$ cat src/rtl/fla_pkg.sv
// ----------------------------------------------------------------------------
// fla_pkg
// shared types and constants of the free list block allocator
// ----------------------------------------------------------------------------
package fla_pkg;

    localparam int unsigned HEADER_BYTES = 24;
    localparam int unsigned MAX_SEGS     = 64;
    localparam int unsigned ADDR_BITS    = 32;
    localparam int unsigned IDX_W        = $clog2(MAX_SEGS);
    localparam int unsigned CNT_W        = $clog2(MAX_SEGS + 1);
    localparam int unsigned AL_W         = (ADDR_BITS < 32) ? ADDR_BITS : 32;

    localparam logic [2:0] ST_OK       = 3'd0;
    localparam logic [2:0] ST_ZERO     = 3'd1;
    localparam logic [2:0] ST_NULL     = 3'd2;
    localparam logic [2:0] ST_FULL     = 3'd3;
    localparam logic [2:0] ST_OVERFLOW = 3'd4;

    localparam logic [1:0] REG_POLICY    = 2'd0;
    localparam logic [1:0] REG_HEAP_BASE = 2'd1;

    localparam logic OP_ALLOC = 1'b0;
    localparam logic OP_FREE  = 1'b1;

    typedef enum logic [3:0] {
        S_IDLE,
        S_SCAN_REQ,
        S_SCAN_CHK,
        S_DECIDE,
        S_SHIFT_REQ,
        S_SHIFT_WR,
        S_FINAL,
        S_OUT
    } t_state;

    // commands from the controller to the datapath
    typedef struct packed {
        logic start;
        logic rd_scan;
        logic chk;
        logic decide;
        logic rd_shift;
        logic wr_shift;
        logic finish;
    } t_cmd;

    // status from the datapath to the controller
    typedef struct packed {
        logic scan_done;
        logic early_done;
        logic need_shift;
        logic shift_done;
    } t_sts;

endpackage

$ cat src/rtl/fla_ctrl.sv
// ----------------------------------------------------------------------------
// fla_ctrl
// sequencer for table scan, shift and result hand-off
// ----------------------------------------------------------------------------
module fla_ctrl (
    input  logic              i_clk,
    input  logic              i_rst_n,
    input  logic              i_in_fire,
    input  logic              i_out_fire,
    input  fla_pkg::t_sts     i_sts,
    output fla_pkg::t_cmd     o_cmd,
    output logic              o_in_ready,
    output logic              o_out_valid
);

    fla_pkg::t_state r_state, n_state;

    always_ff @(posedge i_clk) begin
        if (!i_rst_n) begin
            r_state <= fla_pkg::S_IDLE;
        end else begin
            r_state <= n_state;
        end
    end

    always_comb begin
        n_state     = r_state;
        o_cmd       = '0;
        o_in_ready  = 1'b0;
        o_out_valid = 1'b0;
        case (r_state)
            fla_pkg::S_IDLE: begin
                o_in_ready = 1'b1;
                if (i_in_fire) begin
                    o_cmd.start = 1'b1;
                    n_state = fla_pkg::S_SCAN_REQ;
                end
            end
            fla_pkg::S_SCAN_REQ: begin
                if (i_sts.scan_done || i_sts.early_done) begin
                    n_state = fla_pkg::S_DECIDE;
                end else begin
                    o_cmd.rd_scan = 1'b1;
                    n_state = fla_pkg::S_SCAN_CHK;
                end
            end
            fla_pkg::S_SCAN_CHK: begin
                o_cmd.chk = 1'b1;
                n_state = fla_pkg::S_SCAN_REQ;
            end
            fla_pkg::S_DECIDE: begin
                o_cmd.decide = 1'b1;
                n_state = fla_pkg::S_SHIFT_REQ;
            end
            fla_pkg::S_SHIFT_REQ: begin
                if (!i_sts.need_shift || i_sts.shift_done) begin
                    n_state = fla_pkg::S_FINAL;
                end else begin
                    o_cmd.rd_shift = 1'b1;
                    n_state = fla_pkg::S_SHIFT_WR;
                end
            end
            fla_pkg::S_SHIFT_WR: begin
                o_cmd.wr_shift = 1'b1;
                n_state = fla_pkg::S_SHIFT_REQ;
            end
            fla_pkg::S_FINAL: begin
                o_cmd.finish = 1'b1;
                n_state = fla_pkg::S_OUT;
            end
            fla_pkg::S_OUT: begin
                o_out_valid = 1'b1;
                if (i_out_fire) begin
                    n_state = fla_pkg::S_IDLE;
                end
            end
            default: begin
                n_state = fla_pkg::S_IDLE;
            end
        endcase
    end

endmodule

$ cat config.mk
export PLATFORM = sky130hd
export DESIGN_NAME = fla_ctrl
export DESIGN_NICKNAME = d
export VERILOG_FILES = /design/src/rtl/fla_pkg.sv /design/src/rtl/fla_ctrl.sv
export SDC_FILE = /design/constraint.sdc
export NUM_CORES = 1
export LEC_CHECK = 0
export BUFFER_PORTS_ARGS = -buffer_cell sky130_fd_sc_hd__buf_4
export CAP_MARGIN = 0
export CORE_AREA = 2 2 39 41
export DETAILED_ROUTE_END_ITERATION = 10
export DIE_AREA = 0 0 41 43
export PLACE_DENSITY = 0.39
export SLEW_MARGIN = 20
export SYNTH_ARGS = -nofsm -noshare
export SYNTH_HDL_FRONTEND = slang
export SYNTH_SLANG_ARGS = --single-unit
$ cat constraint.sdc
create_clock -name i_clk -period 1.45 [get_ports i_clk]
set_clock_uncertainty 0.2 [all_clocks]
set_input_delay 0.29 -clock i_clk [delete_from_list [all_inputs] [get_ports i_clk]]
set_output_delay 0.29 -clock i_clk [all_outputs]
set_load 0.02 [all_outputs]
* Yosys cells after proc, flatten, opt, wreduce, memory -nomap -nowiden
Cells that the tools add are included.
** Storage, ports and cells
- Flip-flop bits (word level) :: 4
- Output and inout bits :: 9
** Operators by class
- Equality and inequality tests :: 9
- Muxes and demuxes :: 17
- Reductions and logical operators :: 6
** Operator list (count)
- $pmux 4 s7 :: 1
- $eq 4x3->1 const B :: 4
- $mux 1 :: 13
- $eq 4x2->1 const B :: 2
- $mux 4 :: 2
- $eq 4x1->1 const B :: 1
- $logic_not 4->1 :: 1
- $ne 2x2->1 const B :: 2
- $logic_or 1x1->1 :: 2
- $mux 2 :: 1
- $reduce_and 2->1 :: 1
- $reduce_or 2->1 :: 1
- $logic_not 1->1 :: 1

* Depth between registers and ports, before layout
Gate-level depths: netlist of the first run.
- Depth after elaboration :: 4
- Depth in mapped cells :: 5

* Least setup slack after synthesis of the first run
No wires, ideal clock.
- Path kind :: register to output
- Start point :: reg r_state[0]
- End point :: out o_cmd[5] in the netlist's numbering
- Arrival time :: 1.292 ns
- Data required time :: 0.960 ns
- Slack :: -0.332 ns
- Stages on the path, launching flop included :: 4
- Buffers on the path :: 1
- Cell sequence :: dfxtp_1 buf_6 nor2b_4 nor4b_1
** RTL lines
- start: declaration :: RTL line fla_ctrl.sv:16 : fla_pkg::t_state r_state, n_state;
- start signal: assignment :: RTL line fla_ctrl.sv:20 : r_state <= fla_pkg::S_IDLE;
- start signal: assignment :: RTL line fla_ctrl.sv:22 : r_state <= n_state;
- end: declaration :: RTL line fla_ctrl.sv:11 : output fla_pkg::t_cmd o_cmd,

==> results of run 1 <==
==> stage by stage <==
stage / util (%) / worst slack [ps] / power, mW
final: 40.9 / -165 / 0.465
after global routing: 40.9 / -207 / 0.494
after CTS: 39.2 / -172 / 0.456
after detailed placement: 32.9 / -103 / 0.284
after global placement: 32.9 / -32.2 / 0.283
after floorplan: - / -28.5 / 0.216
==> cells in the final DEF (no fill, tap or decap), types with 2 or more instances in the layout <==
master / n
buf_6: 5
buf_4: 22
nor3_2: 3
a21oi_1: 2
dfxtp_4: 2
clkbuf_4: 3
==> worst reg2reg max path: stages, from the launching register on <==
cell and delay [ps]:
dfxtp_4 370, buf_1 150, o31ai_1 270, a21oi_1 110, o21a_1 190
==> what timing repair did <==
| item | CTS | global route |
|---|---|---|
| hold buffers | 0 | 0 |
| pin swaps | 5 | 1 |
| cloned | 0 | 0 |
| setup endpoints to repair | 9 | 10 |
| buffers inserted | 4 | 1 |
| gates resized for setup | 13 | 4 |
==> cell type report <==
type,count,area [sq um]
Multi-Input combinational cell,24,211
Sequential cell,3,68.8
Inverter,3,13.8
Fill cell,144,818
Timing Repair Buffer,28,225
Tap cell,16,20.0
Clock buffer,4,26.3
==> power groups by stage <==
stage	Combinational, mW	Sequential, mW	Clock (mW)
2_1_floorplan	0.121	0.0960	0
3_3_place_gp	0.174	0.109	0
3_5_place_dp	0.174	0.110	0
4_1_cts	0.201	0.110	0.146
5_1_grt	0.232	0.112	0.150
6_report	0.214	0.110	0.142
==> cells by family after synthesis <==
| kind of cell | count (synthesis) | share of synthesized area (%) |
|---|---|---|
| AND/OR/NAND/NOR | 17 | 41.8 |
| buffers and inverters | 6 | 15.0 |
| flip-flops | 3 | 23.3 |
| AO/OA/AOI/OAI | 7 | 19.9 |
==> layer usage <==
layer  wire length, um  part of all wire, %  global-route usage [%]  up-vias
li1                  -                    -                       -      180
met1               350                   42                    13.1      163
met4                 0                    0                    4.00        0
met2               447                   53                    17.2        9
met3                37                  4.4                    1.57        0
met5                 0                    0                       0        -
==> worst max-delay path by stage <==
stage                     to  slack (ps)
floorplan           o_cmd[0]         -30
detailed placement  o_cmd[4]        -100
global route        o_cmd[6]        -210
CTS                 o_cmd[6]        -170
finish              o_cmd[6]        -170
global placement    o_cmd[0]         -30
==> impl_metrics.tcl, run 1 <==
set metrics [dict create \
    avgSynthCellArea_sq_um 7.81 \
    root_buffer "clkbuf_4" \
    worstSetupEndpointType "primary output" \
    min_path_cells 2 \
    cts_made_buffers 3 \
    vias 352 \
    rsz0062_at_grt "true" \
    worst_path_max_delay_cell "dfxtp_2" \
    p_clk_share_pct 30.4 \
    cp_top_family "simple AND/OR/NAND/NOR gates" \
    drive_gt1_share_pct 71.0 \
    crit_top_cell "buf_6" \
    syn-cell-area_sq_um 258 \
    r2r-end "r_state[0]" \
    die_w_um 41 \
    syn_inst 33 \
    r2r-start "r_state[1]" \
    antenna-diode-count 0 \
    hp-class "in2reg" \
    leakage_nw 0.258 \
    clk_pin_slew_worst_paths_ps 40 \
    setup_violations 9 \
    largest_register_ffs 3 \
    gp_congestion 0.724 \
    critPathLaunchType "flop" \
    post-route-drc-count 0 \
    synth_top_area_cell "dfxtp_1" \
    timing.final.crit_share_pct 111 \
    dieArea_sq_mm 0.00176 \
    io_pins 17 \
    grt_pass1_vias 322 \
    synth_edf_count 0 \
    ys_types 22 \
    fin_area_sq_um 566 \
    final.setup.tns_ps -854 \
    row_count 14 \
    viasPerCell 4.51 \
    seq_power_share_pct 23.6 \
    cts_tree "yes" \
    wirelength_um 836 \
    numClockSinks 3 \
    min_from "i_rst_n" \
    r2r_cells 4 \
    globalRouteTotalUtil_pct 10.5 \
    setup_slack_ps -165 \
    max_cap_violations 0 \
    yosysMostFrequentCell "nor3_1" \
    path_max_fanout 4 \
    ys_seq_elements 3 \
    htree_num_levels 1 \
    ir_drop_mv 0.336 \
    cp.arrival_ps 1130 \
    synth.top_cell.area_share_pct 23.3 \
    start_util_pct 18.6 \
    nNetsFinal 71 \
    antenna_found_initial 0 \
    p_int_mw 0.317 \
    p_sw_share_pct 32.0 \
    portBuffers 16 \
    maxSlewViolCount 0 \
    insertion_delay_ps 230 \
    slew-limit-headroom_pct 85.4 \
    combPwrFrac_pct 45.9 \
    cts_buffer_depth 2 \
    grt_overflow 0 \
    largest_register "r_state" \
    slowest_delay_ps 330 \
    synth_nets 41 \
    final_cells 78 \
    cp-startpoint "r_state[2]" \
    ys_warn_count 0 \
    grt_max_degree 7 \
    period_minus_slack_ps 1620 \
    drt-initial-drc-count 0 \
    p_sw_mw 0.149 \
    worst-setup-path-type "reg2out" \
    placedCellCount 69 \
    crit_cells 4 \
    required_ps 960 \
    dieHeight_um 43 \
    violations "negative setup slack" \
    synthTopCellsByArea "dfxtp_1, nor3_1, buf_6, nor2b_4, and2_1" \
    grt_pass1_wl_um 1300 \
    hold_ws_ps 86.7 \
    status "finished, violations left" \
    wl_per_cell_um 10.7 \
    whs_endpoint "r_state[0]" \
    max_clock_freq_mhz 619 \
    hold_viol 0 \
    power_density_mw_per_mm2 823 \
    ys.flop_type "dfxtp_1" \
    path_cells "buf_6 -> nor3_4 -> and2_4 -> buf_6" \
    drt-pass1-iter-count 1 \
    worstMarginPinSlew_ps 217 \
    ant_nets 0 \
    crit_buf_inv 2 \
    top_regs "r_state (3)" \
    r2r_slack_ps 50 \
    hpwl_um 601 \
    placed_area_sq_um 455 \
    yosys-top-cells-count "nor3_1, dfxtp_1" \
    area_delta_synth_final_pct 119 \
    async_flop_share_pct 0 \
    ys_seq_area_share_pct 23.3 \
    core_sq_mm 0.00138 \
]
Note: power is estimated with default switching activity, not from simulation.
==> inputs of run 2 (changes only) <==
Settings changed: PLACE_DENSITY 0.39 to 0.41.
Clock period 1.45 ns to 1.4 ns, I/O delays scaled along.
==> run 2 against run 1 <==
Register-to-register slack about the same. Critical endpoint is now o_cmd[5]. Combinational power about the same. Largest power group unchanged. Clock-buffer cell count unchanged. Die area unchanged. Global-route usage up 1.7 points. Largest cell class is now multi-input gates. The flow still finishes with violations (negative setup slack). Total power up 5.3%. Final cell count down 5.1%. Routed wire length up 3.6%.
==> impl_metrics.tcl, run 2 (same netlist as run 1, synthesis figures left out) <==
set metrics [dict create \
    status "finished, violations left" \
    violations "negative setup slack" \
    cp.arrival_ps 1140 \
    setup_violations 9 \
    required_ps 920 \
    hp-class "in2reg" \
    die_w_um 41 \
    leakage_nw 0.247 \
    hpwl_um 674 \
    worstMarginPinSlew_ps 250 \
    drt-pass1-iter-count 2 \
    core_sq_mm 0.00138 \
    grt_pass1_wl_um 1460 \
    regArea_sq_um 68.8 \
    post-route-drc-count 0 \
    max_clock_freq_mhz 618 \
    root_buffer "clkbuf_4" \
    worstSetupEndpointType "primary output" \
    vias 342 \
    cts_made_buffers 3 \
    top_regs "r_state (3)" \
    crit_buf_inv 1 \
    largest_register_ffs 3 \
    path_cells "nor2b_4 -> nor4b_4 -> buf_4" \
    slew-limit-headroom_pct 83.2 \
    ant_nets 0 \
    final_cell_mix "buf_4, buf_6, nor3_2, clkbuf_4" \
    clk_pin_slew_worst_paths_ps 50 \
    grt_overflow 0 \
    viasPerCell 4.62 \
    setup_slack_ps -219 \
    nNetsFinal 67 \
    placed_area_sq_um 457 \
    cp_top_family "flip-flops" \
    drive_gt1_share_pct 70.7 \
    insertion_delay_ps 240 \
    layout_commonest_cell "buf_4" \
    period_minus_slack_ps 1620 \
    wl_per_cell_um 11.7 \
    htree_num_levels 1 \
    wirelength_um 866 \
    portBuffers 16 \
    postCtsHoldBufs 0 \
    worst_path_max_delay_cell "dfxtp_4" \
    final.setup.tns_ps -1420 \
    cts_buffer_depth 2 \
    timing.final.crit_share_pct 116 \
    rsz0062_at_grt "true" \
    worst-setup-path-type "reg2out" \
    nFillCells 138 \
    gp_congestion 0.753 \
    globalRouteTotalUtil_pct 12.2 \
    critPathLaunchType "flop" \
    hold_viol 0 \
    io_pins 17 \
    antenna_found_initial 0 \
    dieArea_sq_mm 0.00176 \
    maxSlewViolCount 0 \
    multi_input_comb_area_sq_um 210 \
    fin_area_sq_um 549 \
    ir_drop_mv 0.471 \
    path_max_fanout 8 \
    start_util_pct 18.6 \
    drt-initial-drc-count 2 \
    largest_register "r_state" \
    cts_tree "yes" \
    row_count 14 \
    grt_pass1_vias 357 \
    power_density_mw_per_mm2 892 \
    numClockSinks 3 \
    dieHeight_um 43 \
    area_delta_synth_final_pct 113 \
    antenna-diode-count 0 \
    max_cap_violations 0 \
    slowest_delay_ps 380 \
    grt_max_degree 9 \
]
[run 2: per-layer routing]
layer / GRT usage, % / part of all wire [%] / vias up / wire length, um
li1: - / - / 170 / -
met1: 15.1 / 42 / 161 / 365
met2: 17.8 / 54 / 11 / 468
met3: 3.14 / 3.8 / 0 / 33
met4: 8.00 / 0 / 0 / 0
met5: 0 / 0 / - / 0
[run 2: worst reg2reg max path: cells and delay by family, from the launching register on]
| kind | cells | cell delay [ps] |
|---|---|---|
| AO/OA/AOI/OAI | 3 | 520 |
| buffers and inverters | 1 | 130 |
| flip-flops | 1 | 380 |
[run 2: area by class of cell]
| type | count | area share, % |
|---|---|---|
| multi-input combinational | 24 | 38.3 |
| timing repair buffer | 24 | 38.3 |
| sequential | 3 | 12.5 |
| clock buffer | 4 | 4.78 |
| tap | 16 | 3.64 |
| inverter | 3 | 2.51 |
[run 2: timing repair]
action	in CTS	in global routing
setup buffers	1	0
pin swaps	4	5
setup endpoints to repair	10	10
gates resized for setup	14	5
[run 2: stage by stage]
step	utilization [%]	cells	hold slack (ps)	setup WS, ps	power, mW
2_1_floorplan	-	33	198	-68.5	0.227
3_3_place_gp	33.0	69	307	-53.6	0.294
3_5_place_dp	33.0	69	313	-82.7	0.295
4_1_cts	38.2	74	70.9	-221	0.481
5_1_grt	39.7	74	80.3	-269	0.519
6_report	39.7	74	79.4	-219	0.490
[run 2: final timing paths]
kind | slack (ps) | startpoint | end | depth (start not counted)
worst max-delay path | -220 | r_state[1] | o_cmd[5] | 3
worst min-delay path | 80 | i_rst_n | r_state[0] | 2
worst max register to register | 40 | r_state[1] | r_state[0] | 4
worst min register to register | 460 | r_state[1] | r_state[2] | 2
[run 2: power by group]
group,internal (mW),switching [mW]
clock,0.107,0.0520
combinational,0.120,0.0969
sequential,0.0956,0.0178
total,0.323,0.167
